File: src/sv/rgpg_pkg.sv
package rgpg_pkg;

    // Table geometry: both stores have one entry per 8-bit index.
    localparam int TABLE_DEPTH = 256;
    localparam int IDX_W       = $clog2(TABLE_DEPTH);
    localparam int RADIUS_W    = 8;
    localparam int COLOR_W     = 16;
    localparam int DATA_W      = 16;

    // Port field widths.
    localparam int OPCODE_W    = 2;
    localparam int PIX_COORD_W = 10;
    localparam int NOISE_W     = 8;

    // Configuration port.
    localparam int CFG_ADDR_W  = 2;
    localparam int CFG_DATA_W  = 10;
    localparam int CENTER_W    = 10;
    localparam int BREATHE_W   = 7;
    localparam int GAIN_W      = 4;

    // Reset values of the configuration registers.
    localparam logic [CENTER_W-1:0]         CENTER_X_RST = CENTER_W'(240);
    localparam logic [CENTER_W-1:0]         CENTER_Y_RST = CENTER_W'(260);
    localparam logic signed [BREATHE_W-1:0] BREATHE_RST  = '0;
    localparam logic [GAIN_W-1:0]           GAIN_RST     = GAIN_W'(2);

    // Pixel arithmetic.
    localparam int NOISE_CENTER  = 128;
    localparam int FLICKER_SHIFT = 7;
    localparam int DITHER_W      = 4;
    localparam int FLICKER_W     = 6;
    localparam int OFS_W         = 8;

    // Defaults of the top-level parameters.
    localparam int RADIUS_SHIFT_DEF = 9;
    localparam int COORD_WIDTH_DEF  = 10;

    typedef enum logic [OPCODE_W-1:0] {
        OP_PIXEL      = 2'd0,
        OP_RADIUS_WR  = 2'd1,
        OP_PALETTE_WR = 2'd2
    } t_opcode;

    typedef enum logic [CFG_ADDR_W-1:0] {
        CFG_CENTER_X = 2'd0,
        CFG_CENTER_Y = 2'd1,
        CFG_BREATHE  = 2'd2,
        CFG_GAIN     = 2'd3
    } t_cfg_idx;

    typedef struct packed {
        logic [CENTER_W-1:0]         center_x;
        logic [CENTER_W-1:0]         center_y;
        logic signed [BREATHE_W-1:0] breathe;
        logic [GAIN_W-1:0]           gain;
    } t_cfg;

    // Control part of an item as it moves down the pipeline.
    typedef struct packed {
        t_opcode           op;
        logic [IDX_W-1:0]  tidx;
        logic [DATA_W-1:0] tdata;
    } t_item_ctl;

    // 8x8 ordered dither matrix, row-major, row taken from y and column from x.
    localparam logic [5:0] BAYER [64] = '{
         0, 32,  8, 40,  2, 34, 10, 42,
        48, 16, 56, 24, 50, 18, 58, 26,
        12, 44,  4, 36, 14, 46,  6, 38,
        60, 28, 52, 20, 62, 30, 54, 22,
         3, 35, 11, 43,  1, 33,  9, 41,
        51, 19, 59, 27, 49, 17, 57, 25,
        15, 47,  7, 39, 13, 45,  5, 37,
        63, 31, 55, 23, 61, 29, 53, 21
    };

    // Dither term (b - 31) / 5 truncated toward zero, as ranges of the matrix value.
    function automatic logic signed [DITHER_W-1:0] bayer_dither(
        input logic [2:0] row,
        input logic [2:0] col
    );
        logic [5:0]                 b;
        logic signed [DITHER_W-1:0] d;
        b = BAYER[{row, col}];
        case (b) inside
            [6'd0:6'd1]:   d = -4'sd6;
            [6'd2:6'd6]:   d = -4'sd5;
            [6'd7:6'd11]:  d = -4'sd4;
            [6'd12:6'd16]: d = -4'sd3;
            [6'd17:6'd21]: d = -4'sd2;
            [6'd22:6'd26]: d = -4'sd1;
            [6'd27:6'd35]: d = 4'sd0;
            [6'd36:6'd40]: d = 4'sd1;
            [6'd41:6'd45]: d = 4'sd2;
            [6'd46:6'd50]: d = 4'sd3;
            [6'd51:6'd55]: d = 4'sd4;
            [6'd56:6'd60]: d = 4'sd5;
            default:       d = 4'sd6;
        endcase
        return d;
    endfunction

endpackage

File: src/sv/rgpg_radius.sv
module rgpg_radius #(
    parameter int COORD_WIDTH  = rgpg_pkg::COORD_WIDTH_DEF,
    parameter int RADIUS_SHIFT = rgpg_pkg::RADIUS_SHIFT_DEF
) (
    input  logic                                    i_clk,
    input  logic                                    i_load,
    input  logic                                    i_valid,
    input  logic [2*COORD_WIDTH-1:0]                i_sq_x,
    input  logic [2*COORD_WIDTH-1:0]                i_sq_y,
    input  logic signed [rgpg_pkg::DITHER_W-1:0]    i_dither,
    input  logic signed [rgpg_pkg::FLICKER_W-1:0]   i_flicker,
    input  rgpg_pkg::t_cfg                          i_cfg,
    input  rgpg_pkg::t_item_ctl                     i_ctl,
    output logic [rgpg_pkg::RADIUS_W-1:0]           o_radius,
    output logic signed [rgpg_pkg::OFS_W-1:0]       o_offset,
    output rgpg_pkg::t_item_ctl                     o_ctl
);
    import rgpg_pkg::*;

    localparam int R2_W = 2 * COORD_WIDTH + 1;

    logic [R2_W-1:0]          r2;
    logic [R2_W-1:0]          r2_shifted;
    logic [IDX_W-1:0]         ridx;
    logic signed [OFS_W-1:0]  offset;

    logic [RADIUS_W-1:0]      r_radius_mem [TABLE_DEPTH];
    logic [RADIUS_W-1:0]      r_radius;
    logic signed [OFS_W-1:0]  r_offset;
    t_item_ctl                r_ctl;

    // Squared radius, scaled down and saturated to the last table entry.
    assign r2         = R2_W'(i_sq_x) + R2_W'(i_sq_y);
    assign r2_shifted = r2 >> RADIUS_SHIFT;
    assign ridx       = (r2_shifted > R2_W'(TABLE_DEPTH - 1)) ? '1 : r2_shifted[IDX_W-1:0];

    // Dither plus flicker minus breathe, all sign-extended to the offset width.
    assign offset = {{(OFS_W - DITHER_W){i_dither[DITHER_W-1]}}, i_dither}
                  + {{(OFS_W - FLICKER_W){i_flicker[FLICKER_W-1]}}, i_flicker}
                  - {{(OFS_W - BREATHE_W){i_cfg.breathe[BREATHE_W-1]}}, i_cfg.breathe};

    // Radius table: writes and reads happen as items leave this stage, in order.
    always_ff @(posedge i_clk) begin
        if (i_load) begin
            if (i_valid && i_ctl.op == OP_RADIUS_WR) begin
                r_radius_mem[i_ctl.tidx] <= i_ctl.tdata[RADIUS_W-1:0];
            end
            r_radius <= r_radius_mem[ridx];
            r_offset <= offset;
            r_ctl    <= i_ctl;
        end
    end

    assign o_radius = r_radius;
    assign o_offset = r_offset;
    assign o_ctl    = r_ctl;

endmodule

File: config.mk
export PLATFORM = sky130hd
export DESIGN_NAME = rgpg_radius
export DESIGN_NICKNAME = d
export VERILOG_FILES = /design/src/sv/rgpg_pkg.sv /design/src/sv/rgpg_radius.sv
export SDC_FILE = /design/constraint.sdc
export NUM_CORES = 2
export LEC_CHECK = 0
export BUFFER_PORTS_ARGS = -buffer_cell sky130_fd_sc_hd__clkbuf_2
export CAP_MARGIN = 5
export CORE_MARGIN = 1.5
export CORE_UTILIZATION = 30
export CTS_CLUSTER_DIAMETER = 120
export CTS_CLUSTER_SIZE = 20
export DETAILED_ROUTE_END_ITERATION = 10
export PLACE_DENSITY_LB_ADDON = 0.12
export SLEW_MARGIN = 40
export SYNTH_ARGS = -nofsm -noshare
export SYNTH_HDL_FRONTEND = slang
export SYNTH_SLANG_ARGS = --single-unit
File: constraint.sdc
create_clock -name i_clk -period 3.8 [get_ports i_clk]
set_input_delay 0 -clock i_clk [delete_from_list [all_inputs] [get_ports i_clk]]
set_output_delay 0 -clock i_clk [all_outputs]
set_load 0.02 [all_outputs]
Word level (Yosys, flattened, before mapping). Memories as Yosys holds them, arrays and structs flattened. A register that Yosys moved wholly into a read port is not among the register bits. Index checks and enable logic that the tools add are counted. Widths: inputs -> output; s select.

$add $sub $neg: 3. Magnitude comparators: 1. Equality and inequality tests: 1. Muxes and demuxes: 4. Reduce and logical (&&, ||, !) cells: 1.

Operators with widths (number): $add 20x20->21 (1); $gt 12x8->1 const B (1); $mux 8 (1); $sub 7x7->8 (1); $add 4x6->7 (1); $mux 1 (3); $eq 2x1->1 const B (1); $logic_and 1x1->1 (1).

Flip-flop bits (word level): 34. RAM bits: 2048. Input port bits: 110. Output and inout bits: 42. Logic and storage cells: 15. Memories: 1.

Memory list: r_radius_mem (depth 256, width 8, read ports 1, clocked after Yosys merged registers in 1, write ports 1, line rgpg_radius.sv:27) `logic [RADIUS_W-1:0] r_radius_mem [TABLE_DEPTH];`.

Depth between registers and ports, before layout.
Depth in word-level cells: 5. Mapped depth: 18. Mapped depth without buffers: 12.

Worst setup path after synthesis. No wires, ideal clock.

Path type: input to register. From: in i_sq_x[7]. To: reg r_radius[6], in the netlist o_radius[6] (read register of r_radius_mem) (data pin). Arrival time: 3.155 ns. Required time: 3.536 ns. Path slack: 0.380 ns. Stages on the path: 15. Buffers on the path: 3. Cell sequence: ha_1 -> o21a_1 -> nor2_1 -> a211oi_2 -> or3_1 -> buf_2 -> a221oi_4 -> nand3_2 -> buf_4 -> buf_4 -> a211oi_1 -> o221ai_1 -> a2111o_1 -> o22ai_1 -> nor3_1.

Longest elaborated chain between the ends: 3.

Ends and longest elaborated chain: start: declaration (line rgpg_radius.sv:8) `input logic [2*COORD_WIDTH-1:0] i_sq_x,`; $add 20x20->21 (*) (line rgpg_radius.sv:33) `assign r2 = R2_W'(i_sq_x) + R2_W'(i_sq_y);`; $gt 12x8->1 (line rgpg_radius.sv:35) `assign ridx = (r2_shifted > R2_W'(TABLE_DEPTH - 1)) ? '1 : r2_shifted[IDX_W-1:0];`; $mux 8 (*) (line rgpg_radius.sv:35); end: declaration (line rgpg_radius.sv:28) `logic [RADIUS_W-1:0] r_radius;`.

Every way passes the cells marked *; elsewhere a longest branch is shown, timed or not. A chain may end at the register's enable or synchronous reset.

Worst setup path in the final report.
From: in i_sq_x[16]. To: reg r_radius[0], in the netlist o_radius[0] (read register of r_radius_mem) (data pin).

The elaborated chain is that of the path after synthesis.

==> impl_metrics.env <==
export IMPL_status="completed"
export IMPL_async_flop_share_pct=0
export IMPL_clkTransAtPathRegs_ns=0.09
export IMPL_m1WireLength_mm=146
export IMPL_path_class="input pin to register"
export IMPL_max_clock_path_buffers=3
export IMPL_p_leak_nw=33.9
export IMPL_ys_types=90
export IMPL_stdcell_count=10500
export IMPL_grt_max_degree=86
export IMPL_reg2reg_slack_ns=0.62
export IMPL_die_width_um=534
export IMPL_finalHoldViolations=0
export IMPL_rows=194
export IMPL_drt_iter0_markers=5685
export IMPL_nets=6917
export IMPL_final_max_slew_viol_count=0
export IMPL_port_buffers=127
export IMPL_arrival_ns=4.39
export IMPL_grt_pass1_wl_mm=453
export IMPL_startpoint_type="input pin"
export IMPL_timing_fmax_mhz=268
export IMPL_io_pins=152
export IMPL_power_density_nw_per_um2=473
export IMPL_period_share_pct=98.1
export IMPL_total_power_w=0.0483
export IMPL_wl_met3_mm=18.5
export IMPL_clk_latency_ns=0.86
export IMPL_min_delay_start="i_cfg[9]"
export IMPL_finalSetupViolCount=0
export IMPL_vias=56200
export IMPL_wirelength_mm=326
export IMPL_critPathRequiredTime_ns=4.46
export IMPL_viasPerCell=5.35
export IMPL_cts_sinks=2090
export IMPL_drcViolationCount=0
export IMPL_place_hpwl_mm=222
export IMPL_post_place_cells=10300
export IMPL_die_h_um=534
export IMPL_cts_buffers=115
export IMPL_tritoncts="yes"
export IMPL_max_cap_violations=0
export IMPL_met2WireLength_mm=154
export IMPL_avgRoutedWirePerCell_um=31.0
export IMPL_min_path_type="input pin to register"
export IMPL_syn2layout_area_growth_pct=20.8
export IMPL_cp_end_kind="register"
export IMPL_firstDrtPassIters=6
export IMPL_synth_edff_count=2090
export IMPL_ir_worst_vdd_mv=0.414
export IMPL_timing_rr_start="r_radius_mem[134][0]"
export IMPL_grt_overflow_total=0
export IMPL_postLayoutCoreUtil_pct=36.5
export IMPL_finalCriticalPeriod_ns=3.73
export IMPL_yosys_register_bits=2090
export IMPL_top_layer="met5"
export IMPL_worstMarginPinSlew_ns=0.912
export IMPL_clock_skew_ns=0.0788
export IMPL_grt_usage_pct=22.4
export IMPL_fin_setup_tns_ns=0
export IMPL_relSlewSlack_pct=39.2
export IMPL_rsz0062_at_grt="false"
export IMPL_yosysWarnings=0
export IMPL_synth_area_per_cell_um2=14.5
export IMPL_placed_area_um2=98300
export IMPL_final_cell_mix="edfxtp_1, buf_4, nand2_1"
export IMPL_synth_nets=5973
export IMPL_dieArea_um2=285000
export IMPL_routabilityCongestion=0.866
export IMPL_synth_area_um2=84600
export IMPL_cts_root_buf="clkbuf_16"
export IMPL_cts_max_level=3
export IMPL_ys_flop_type="edfxtp_1"
export IMPL_ys_seq_area_share_pct=74.2
export IMPL_core_area_um2=280000
export IMPL_layout_commonest_cell="edfxtp_1"
export IMPL_synth_cells=5829
export IMPL_ant_nets=0
export IMPL_worstPathMaxFanout=10
export IMPL_grt_pass1_vias=55400
export IMPL_initial_core_util_pct=30.2
export IMPL_cp_startpoint="i_sq_x[16]"
export IMPL_antenna_found_initial=22
export IMPL_fin_area_um2=102000
export IMPL_drive_gt1_share_pct=23.9
## area by class of cell
| type | instances | area (um^2) |
|---|---|---|
| Fill cell | 26700 | 178000 |
| Antenna cell | 7 | 17.5 |
| Multi-Input combinational cell | 3242 | 20300 |
| Sequential cell | 2090 | 62800 |
| Inverter | 68 | 255 |
| Timing Repair Buffer | 1256 | 11100 |
| Clock buffer | 115 | 2880 |
| Tap cell | 3724 | 4660 |
| Clock inverter | 12 | 228 |
## where the power goes
| part | switching [W] | leakage, nW | internal, W |
|---|---|---|---|
| combinational | 0.00607 | 13.5 | 0.00353 |
| sequential | 0.0000527 | 18.8 | 0.0254 |
| clock | 0.00776 | 1.52 | 0.00553 |
| total | 0.0139 | 33.9 | 0.0345 |
## final timing paths
path / depth (start not counted) / end
worst max-delay path: 17 / o_radius[0]
worst min-delay path: 6 / o_offset[7]
worst max register to register: 11 / o_radius[0]
worst min register to register: 5 / o_radius[7]
## through the flow
stage	setup slack, ns	hold WS, ns
3_5_place_dp	-1.20	0.179
5_1_grt	0.0170	0.0694
3_3_place_gp	-1.36	0.176
4_1_cts	0.00534	0.00422
6_report	0.0721	0.0554
2_1_floorplan	0.380	0.0989
## metal layers
layer / GRT usage (%) / vias to the layer above
met5: 0 / -
met4: 5.12 / 4
met3: 2.81 / 293
met2: 36.5 / 1883
met1: 31.7 / 29400
li1: - / 24600
## synthesized netlist by cell type, drive strengths merged (24+ instances only)
| cell | n | share of area [%] |
|---|---|---|
| ha | 27 | 0.40 |
| o221ai | 113 | 1.2 |
| mux2i | 61 | 0.72 |
| o21a | 24 | 0.21 |
| a311oi | 54 | 0.56 |
| o22ai | 102 | 0.75 |
| a31oi | 121 | 0.89 |
| clkbuf | 241 | 1.1 |
| o2111ai | 68 | 0.70 |
| buf | 188 | 1.1 |
| inv | 68 | 0.30 |
| nand3 | 283 | 1.7 |
| a32oi | 40 | 0.41 |
| o21ai | 188 | 1.1 |
| nor2 | 387 | 1.7 |
| nor3 | 87 | 0.56 |
| a21oi | 96 | 0.57 |
| a211oi | 48 | 0.45 |
| nand2 | 804 | 3.6 |
| nor4 | 31 | 0.24 |
| o32ai | 34 | 0.35 |
| o211ai | 144 | 1.3 |
| edfxtp | 2090 | 74 |
| or3 | 27 | 0.20 |
| mux2 | 157 | 2.1 |
| a2bb2oi | 37 | 0.38 |
## flip-flops by register name, indices dropped and copies added, names as in the netlist
signal / count
o_ctl: 26
r_radius_mem: 2048
o_radius: 8
o_offset: 8
## worst max-delay path, stage by stage
cell	delay, ns
clkbuf_2	0.08
ha_1	0.35
and4_1	0.22
buf_4	0.14
a211o_1	0.28
o22a_1	0.19
or2_1	0.26
o211a_1	0.39
buf_4	0.22
nor2_1	0.42
and3_1	0.40
buf_12	0.24
o21ai_0	0.23
buf_4	0.20
o22ai_1	0.32
nor4_1	0.18
nor3_1	0.23
## cell families (layout without fill, tap and decap cells)
family	count (synthesis)	after routing	synth area share [%]
flops	2090	2090	74.2
simple gates	1712	1712	8.75
compound gates	1260	1260	11.0
buf+inv	497	1451	2.49
mux	219	219	2.84
fa+ha+maj	34	34	0.565
xor+xnor	17	17	0.194
other cells	0	7	0
## what timing repair did
action | in CTS | in global routing
endpoints found under the hold margin | 1027 | 0
resized for setup | 10 | 20
setup endpoints to repair | 5 | 8
hold buffers | 56 | 0
pin swaps | 0 | 4
setup buffers | 0 | 1
Note: power is estimated with default switching activity, not from simulation.
