===== config.mk =====
export PLATFORM = sky130hd
export DESIGN_NAME = rgpg_geom
export DESIGN_NICKNAME = d
export VERILOG_FILES = /design/src/sv/rgpg_pkg.sv /design/src/sv/rgpg_geom.sv
export SDC_FILE = /design/constraint.sdc
export NUM_CORES = 1
export LEC_CHECK = 0
export BUFFER_PORTS_ARGS = -buffer_cell sky130_fd_sc_hd__buf_4
export CAP_MARGIN = 0
export CORE_ASPECT_RATIO = 0.9
export CORE_UTILIZATION = 60
export CTS_CLUSTER_SIZE = 12
export DETAILED_ROUTE_END_ITERATION = 8
export PLACE_DENSITY = 0.83
export SETUP_SLACK_MARGIN = 0.05
export SYNTH_ARGS = -nofsm -noshare
export SYNTH_HDL_FRONTEND = slang
export SYNTH_SLANG_ARGS = --single-unit

===== constraint.sdc =====
create_clock -name i_clk -period 9.65 [get_ports i_clk]
set_input_delay 0.965 -clock i_clk [delete_from_list [all_inputs] [get_ports i_clk]]
set_output_delay 0.965 -clock i_clk [all_outputs]
set_load 0.01 [all_outputs]

===== src/sv/rgpg_pkg.sv =====
package rgpg_pkg;

    // Table geometry: both stores have one entry per 8-bit index.
    localparam int TABLE_DEPTH = 256;
    localparam int IDX_W       = $clog2(TABLE_DEPTH);
    localparam int RADIUS_W    = 8;
    localparam int COLOR_W     = 16;
    localparam int DATA_W      = 16;

    // Port field widths.
    localparam int OPCODE_W    = 2;
    localparam int PIX_COORD_W = 10;
    localparam int NOISE_W     = 8;

    // Configuration port.
    localparam int CFG_ADDR_W  = 2;
    localparam int CFG_DATA_W  = 10;
    localparam int CENTER_W    = 10;
    localparam int BREATHE_W   = 7;
    localparam int GAIN_W      = 4;

    // Reset values of the configuration registers.
    localparam logic [CENTER_W-1:0]         CENTER_X_RST = CENTER_W'(240);
    localparam logic [CENTER_W-1:0]         CENTER_Y_RST = CENTER_W'(260);
    localparam logic signed [BREATHE_W-1:0] BREATHE_RST  = '0;
    localparam logic [GAIN_W-1:0]           GAIN_RST     = GAIN_W'(2);

    // Pixel arithmetic.
    localparam int NOISE_CENTER  = 128;
    localparam int FLICKER_SHIFT = 7;
    localparam int DITHER_W      = 4;
    localparam int FLICKER_W     = 6;
    localparam int OFS_W         = 8;

    // Defaults of the top-level parameters.
    localparam int RADIUS_SHIFT_DEF = 9;
    localparam int COORD_WIDTH_DEF  = 10;

    typedef enum logic [OPCODE_W-1:0] {
        OP_PIXEL      = 2'd0,
        OP_RADIUS_WR  = 2'd1,
        OP_PALETTE_WR = 2'd2
    } t_opcode;

    typedef enum logic [CFG_ADDR_W-1:0] {
        CFG_CENTER_X = 2'd0,
        CFG_CENTER_Y = 2'd1,
        CFG_BREATHE  = 2'd2,
        CFG_GAIN     = 2'd3
    } t_cfg_idx;

    typedef struct packed {
        logic [CENTER_W-1:0]         center_x;
        logic [CENTER_W-1:0]         center_y;
        logic signed [BREATHE_W-1:0] breathe;
        logic [GAIN_W-1:0]           gain;
    } t_cfg;

    // Control part of an item as it moves down the pipeline.
    typedef struct packed {
        t_opcode           op;
        logic [IDX_W-1:0]  tidx;
        logic [DATA_W-1:0] tdata;
    } t_item_ctl;

    // 8x8 ordered dither matrix, row-major, row taken from y and column from x.
    localparam logic [5:0] BAYER [64] = '{
         0, 32,  8, 40,  2, 34, 10, 42,
        48, 16, 56, 24, 50, 18, 58, 26,
        12, 44,  4, 36, 14, 46,  6, 38,
        60, 28, 52, 20, 62, 30, 54, 22,
         3, 35, 11, 43,  1, 33,  9, 41,
        51, 19, 59, 27, 49, 17, 57, 25,
        15, 47,  7, 39, 13, 45,  5, 37,
        63, 31, 55, 23, 61, 29, 53, 21
    };

    // Dither term (b - 31) / 5 truncated toward zero, as ranges of the matrix value.
    function automatic logic signed [DITHER_W-1:0] bayer_dither(
        input logic [2:0] row,
        input logic [2:0] col
    );
        logic [5:0]                 b;
        logic signed [DITHER_W-1:0] d;
        b = BAYER[{row, col}];
        case (b) inside
            [6'd0:6'd1]:   d = -4'sd6;
            [6'd2:6'd6]:   d = -4'sd5;
            [6'd7:6'd11]:  d = -4'sd4;
            [6'd12:6'd16]: d = -4'sd3;
            [6'd17:6'd21]: d = -4'sd2;
            [6'd22:6'd26]: d = -4'sd1;
            [6'd27:6'd35]: d = 4'sd0;
            [6'd36:6'd40]: d = 4'sd1;
            [6'd41:6'd45]: d = 4'sd2;
            [6'd46:6'd50]: d = 4'sd3;
            [6'd51:6'd55]: d = 4'sd4;
            [6'd56:6'd60]: d = 4'sd5;
            default:       d = 4'sd6;
        endcase
        return d;
    endfunction

endpackage


===== src/sv/rgpg_geom.sv =====
module rgpg_geom #(
    parameter int COORD_WIDTH = rgpg_pkg::COORD_WIDTH_DEF
) (
    input  logic                                    i_clk,
    input  logic                                    i_load,
    input  logic [rgpg_pkg::PIX_COORD_W-1:0]        i_pixel_x,
    input  logic [rgpg_pkg::PIX_COORD_W-1:0]        i_pixel_y,
    input  logic [rgpg_pkg::NOISE_W-1:0]            i_noise_sample,
    input  rgpg_pkg::t_cfg                          i_cfg,
    input  rgpg_pkg::t_item_ctl                     i_ctl,
    output logic [2*COORD_WIDTH-1:0]                o_sq_x,
    output logic [2*COORD_WIDTH-1:0]                o_sq_y,
    output logic signed [rgpg_pkg::DITHER_W-1:0]    o_dither,
    output logic signed [rgpg_pkg::FLICKER_W-1:0]   o_flicker,
    output rgpg_pkg::t_item_ctl                     o_ctl
);
    import rgpg_pkg::*;

    localparam int SQ_W   = 2 * COORD_WIDTH;
    localparam int PROD_W = NOISE_W + GAIN_W + 2;

    logic [COORD_WIDTH-1:0]       x_c;
    logic [COORD_WIDTH-1:0]       y_c;
    logic [COORD_WIDTH-1:0]       cx_c;
    logic [COORD_WIDTH-1:0]       cy_c;
    logic [COORD_WIDTH-1:0]       dx;
    logic [COORD_WIDTH-1:0]       dy;
    logic [SQ_W-1:0]              sq_x;
    logic [SQ_W-1:0]              sq_y;
    logic signed [NOISE_W:0]      noise_c;
    logic signed [GAIN_W:0]       gain_s;
    logic signed [PROD_W-1:0]     prod;

    logic [SQ_W-1:0]              r_sq_x;
    logic [SQ_W-1:0]              r_sq_y;
    logic signed [DITHER_W-1:0]   r_dither;
    logic signed [FLICKER_W-1:0]  r_flicker;
    t_item_ctl                    r_ctl;

    // Coordinates keep their low COORD_WIDTH bits.
    assign x_c  = COORD_WIDTH'(i_pixel_x);
    assign y_c  = COORD_WIDTH'(i_pixel_y);
    assign cx_c = COORD_WIDTH'(i_cfg.center_x);
    assign cy_c = COORD_WIDTH'(i_cfg.center_y);

    // Absolute distances to the center and their squares.
    assign dx   = (x_c >= cx_c) ? (x_c - cx_c) : (cx_c - x_c);
    assign dy   = (y_c >= cy_c) ? (y_c - cy_c) : (cy_c - y_c);
    assign sq_x = SQ_W'(dx) * SQ_W'(dx);
    assign sq_y = SQ_W'(dy) * SQ_W'(dy);

    // Flicker: centered noise times gain, arithmetic shift right.
    assign noise_c = signed'({1'b0, i_noise_sample}) - signed'((NOISE_W + 1)'(NOISE_CENTER));
    assign gain_s  = signed'({1'b0, i_cfg.gain});
    assign prod    = noise_c * gain_s;

    always_ff @(posedge i_clk) begin
        if (i_load) begin
            r_sq_x    <= sq_x;
            r_sq_y    <= sq_y;
            r_dither  <= bayer_dither(i_pixel_y[2:0], i_pixel_x[2:0]);
            r_flicker <= prod[FLICKER_SHIFT +: FLICKER_W];
            r_ctl     <= i_ctl;
        end
    end

    assign o_sq_x    = r_sq_x;
    assign o_sq_y    = r_sq_y;
    assign o_dither  = r_dither;
    assign o_flicker = r_flicker;
    assign o_ctl     = r_ctl;

endmodule


# [Word level (Yosys, flattened, before mapping)]
# Memories as Yosys holds them, arrays and structs flattened.
# Index checks and enable logic that the tools add are counted.
[word_totals] reg_bits=76 mem_bits_ro=384 inputBits=87 output_inout_bits=76 memories=1
[classes] add_sub_neg=5 multipliers=3 magnitude_cmp=27 mux=15 n_bitwise=1 reduce_logical=14
[memory_table] name="(name not given)" depth=64 width=6 rd=1 rd_ports_with_merged_regs=0 write_ports=0 line_no="rgpg_pkg.sv:85" rtl="b = BAYER[{row, col}];"
[op_table] cell="$mul A10 B10 Y20" n=2
[op_table] cell="$sub A10 B10 Y10" n=4
[op_table] cell="$le A6 B6 Y1 const B" n=6
[op_table] cell="$ge A6 B6 Y1 const B" n=5
[op_table] cell="$mux W3" n=8
[op_table] cell="$ge A10 B10 Y1" n=2
[op_table] cell="$mux W10" n=2
[op_table] cell="$ge A6 B5 Y1 const B" n=3
[op_table] cell="$le A6 B5 Y1 const B" n=3
[op_table] cell="$mul A9 B5 Y13" n=1
[op_table] cell="$logic_and A1 B1 Y1" n=12
[op_table] cell="$mux W6" n=2
[op_table] cell="$sub A8 B8 Y9 const B" n=1
[op_table] cell="$ge A7 B7 Y1 const B" n=1
[op_table] cell="$not A6 Y7" n=1
[op_table] cell="$ge A6 B1 Y1 const B" n=1
[op_table] cell="$ge A6 B2 Y1 const B" n=1
[op_table] cell="$ge A6 B3 Y1 const B" n=1
[op_table] cell="$ge A6 B4 Y1 const B" n=1
[op_table] cell="$le A6 B1 Y1 const B" n=1
[op_table] cell="$le A6 B3 Y1 const B" n=1
[op_table] cell="$le A6 B4 Y1 const B" n=1
[op_table] cell="$reduce_or A6 Y1" n=1
[op_table] cell="$mux W2" n=2
[op_table] cell="2 further kinds" n=2

# [Longest topological paths before layout]
[logic_depth] ltp_word=17 mapped_depth=35 ltp_nobuf=34

# [Worst setup path before layout]
# OpenSTA, ideal clock, no wires.
[synth_path] path_kind="input -> register" startpoint="in i_pixel_y[0] (netlist name)" endpoint="reg r_sq_y[17] (netlist: o_sq_y[17]), data pin" arrival_ps=7932 required_ps=9386 slack_ps=1455 path_stages=31 path_buffers=1 path_cell_list="inv_1 > ha_1 > inv_1 > fa_1 > a21o_1 > a2111oi_4 > o21ai_2 > a21oi_4 > buf_4 > mux2_2 > a21oi_1 > xnor2_2 > inv_2 > nor2_1 > fa_1 > inv_1 > fa_1 > fa_1 > inv_1 > fa_1 > inv_1 > fa_1 > inv_1 > ha_1 > and4_1 > a21oi_1 > nand2_1 > a31oi_4 > or4_4 > a31oi_1 > xor2_1"
[synth_via] elab_chain_cells=3
[synth_lines] element="start: declaration" line_no="rgpg_geom.sv:7" rtl="input logic [rgpg_pkg::PIX_COORD_W-1:0] i_pixel_y,"
[synth_lines] element="$sub A10 B10 Y10 or $ge A10 B10 Y1 (tied branches)" line_no="rgpg_geom.sv:48" rtl="assign dy = (y_c >= cy_c) ? (y_c - cy_c) : (cy_c - y_c);"
[synth_lines] element="$mux W10 *" line_no="rgpg_geom.sv:48"
[synth_lines] element="$mul A10 B10 Y20 *" line_no="rgpg_geom.sv:50" rtl="assign sq_y = SQ_W'(dy) * SQ_W'(dy);"
[synth_lines] element="net sq_y[17]" line_no="rgpg_geom.sv:29" rtl="logic [SQ_W-1:0] sq_y;"
[synth_lines] element="end signal: assignment" line_no="rgpg_geom.sv:60" rtl="r_sq_y <= sq_y;"
[synth_lines] element="end: declaration" line_no="rgpg_geom.sv:35" rtl="logic [SQ_W-1:0] r_sq_y;"
# Mark *: on every way through the listed nets, which the timed path passes. The rest lies on a longest branch.
# A chain may end at the register's enable or synchronous reset.

# [Worst setup path after layout]
# Same ends and word-level chain as after synthesis.

==> results.md <==
* Layer with the highest usage: met2
* WP data required at 9.74 ns
* Vias per cell at 5.37
* Slew margin rel. at 28.5%
* Site Rows at 46
* Wire per inst at 14.6 um
* Hold endpoint: o_ctl[12]
* DRC at 0
* Final HPWL DP at 18900 um
* Post-synthesis cell type count at 70
* Slowest stage delay, CP at 0.55 ns
* GRT Total Usage at 25.5%
* CP max-delay cell: or4_4
* Routed Antenna Nets at 0
* Max cap viols at 0
* Vias in the first global route at around 8500
* Final min period at 8.68 ns
* Register bit count reported by yosys at 74
* Final wirelength at 23000 um
* Post-CTS sizing at 0
* Critical path class: in2reg
* Post-cts hold buffer count at 0
* YS warnings at 0
* Port Buffers at 153
* Status: completed
* Die H at 131 um
* Hold_sp: i_ctl[12]
* Post-CTS Repair Setup Buffers at 0
* Clock Tree Buf Depth at 2
* Initial antenna violation count at 0
* Std-Cell Core Area at between 15000 and 20000 sq um
* Die ar. at 19000 sq um
* Ant diodes at 0
* Mean post-synth cell area at 9.37 sq um
* Syn-to-layout area delta at 16.0%
* Startpoint Class: primary input
* First-pass GRT wire length at between 30000 and 40000 um
* Grt total ovfl at 0
* M2 GR Usage at 46.5%
* Initial DRC count at roughly 390
* Detailed-route via count at 8480
* RSZ-0062 raised after global routing: false
* Met3 global-route usage at about 4.2%
* Worst-Margin Slew at 1.06 ns
* Peak Freq at approximately 120 MHz
* GR Util met1 at 31.9%
* Nets at 1703
* CTS clk-pin slew, worst paths at 0.06 ns
* Most common cell after layout, fill and taps aside: inv_1
* Cts bufs inserted at 9
* Tcrit/Tclk final at around 90%
* Initial core utilization at 61.9%
* Routability cong. at 0.912
* Endpoint class of the critical path: flip-flop
* Async S/R FF share, synth at 0%
* Critical path data arrival time at 8.78 ns
* CTS Sinks at 74
* CTS H-tree lvls at 3
* Worst hold stages at 1
* Setup violators final at 0
* Setup TNS at 0 ns
* Post-synth EDFFs at 74
* Final hold vios at 0
* Final Max Slew Viols at 0
* Most frequent cells in the layout: inv_1 (254), ha_1 (165), buf_4 (165)
* Share of cells above drive strength 1 at 15.9%
* Final-layout fill cell count at 1393
* CTS tree: done
* Top_reg_cell synth: edfxtp_1
* CTS root buf: clkbuf_16
* Final Core Density at 71.8%
* Crit path max fanout at 9
* Largest net degree at the start of global routing at 75
* Mapped cell area at 11000 sq um
* Seq/Total Area, Yosys at 20.1%
* DR pass1 iterations at 5
* IO Pins at ~160
* Cells after synthesis at ~1200
* Hold WC Path Type: in2reg
* Die W at about 140 um
==> cell families after synthesis <==
family | count (synthesis) | share of synthesized area (%)
adders and majority gates | 281 | 39.7
and+or+nand+nor | 278 | 12.2
buffers and inverters | 277 | 9.56
AOI/OAI and AO/OA | 181 | 11.1
DFF | 74 | 20.1
xor gates and xnor gates | 69 | 5.54
muxes | 17 | 1.63
other | 1 | 0.0340
==> critical path: cells and delay by family <==
kind / cells / cell delay [ns]
mux: 1 / 0.30
xor+xnor: 2 / 0.37
simple gates: 4 / 1.13
compound gates: 9 / 1.89
fa+ha+maj: 8 / 3.29
buf+inv: 8 / 0.77
==> how the worst max path moves through the flow <==
| stage | startpoint | endpoint | slack, ns | cells past startpoint |
|---|---|---|---|---|
| 6_report | i_pixel_y[0] | o_sq_y[17] | 0.97 | 32 |
| 5_1_grt | i_pixel_x[0] | o_sq_x[18] | 0.41 | 30 |
| 4_1_cts | i_pixel_y[0] | o_sq_y[17] | 1.02 | 32 |
| 3_5_place_dp | i_pixel_y[0] | o_sq_y[17] | 0.66 | 32 |
| 3_3_place_gp | i_pixel_y[0] | o_sq_y[17] | 0.84 | 32 |
| 2_1_floorplan | i_pixel_y[0] | o_sq_y[17] | 1.45 | 31 |
==> per-stage QoR <==
step | hold slack (ns) | area [sq um] | instances | worst slack (ns)
6_report | 0.797 | 12800 | 1580 | 0.965
2_1_floorplan | 1.06 | 11000 | 1179 | 1.45
4_1_cts | 0.784 | 12800 | 1580 | 1.02
3_5_place_dp | 1.14 | 12500 | 1564 | 0.663
3_3_place_gp | 1.14 | 12500 | 1564 | 0.839
5_1_grt | 0.783 | 12800 | 1580 | 0.412
==> final cells by class <==
cell class / instances / area (sq um) / share of cell area, %
Sequential cell: 74 / 2220 / 17.3
Clock buffer: 10 / 229 / 1.79
Inverter: 257 / 965 / 7.53
Clock inverter: 6 / 81.3 / 0.635
Multi-Input combinational cell: 828 / 7770 / 60.7
Tap cell: 240 / 300 / 2.34
Timing Repair Buffer: 165 / 1240 / 9.67
==> per-layer routing <==
layer	share of wire (%)	routed length, um
met5	0	0
met4	1.4	312
met3	5.4	1250
met2	50	11600
met1	43	9920
==> state kept, by name, summed over array words and instances (netlist names) <==
register   cells
o_sq_x        19
o_flicker      6
o_dither       4
o_sq_y        19
o_ctl         26
==> synthesized netlist by cell type, drive strengths merged (3+ instances only) <==
cell | n | area, sq um
ha | 165 | 2060
nor3 | 16 | 85.1
mux2 | 5 | 60.1
nor4 | 3 | 18.8
inv | 257 | 965
o31ai | 4 | 30.0
clkbuf | 13 | 48.8
a31oi | 9 | 71.3
a41o | 3 | 30.0
o211ai | 4 | 30.0
a21boi | 5 | 41.3
mux2i | 12 | 120
and4 | 4 | 37.5
o21ai | 30 | 154
a22oi | 3 | 22.5
nand4 | 3 | 18.8
a221oi | 5 | 43.8
fa | 116 | 2320
a21o | 23 | 173
xnor2 | 47 | 419
edfxtp | 74 | 2220
a21oi | 55 | 287
nand3 | 8 | 40.0
o21bai | 14 | 105
nor2 | 83 | 312
nand2b | 22 | 138
nor2b | 10 | 62.6
xor2 | 22 | 193
and3 | 9 | 56.3
and2 | 24 | 150
nand2 | 75 | 282
or2 | 12 | 75.1
buf | 7 | 42.5
Power is left out: the tool's default activity adds up to more than one toggle a clock period on the data nets, which glitch-free logic cannot reach.
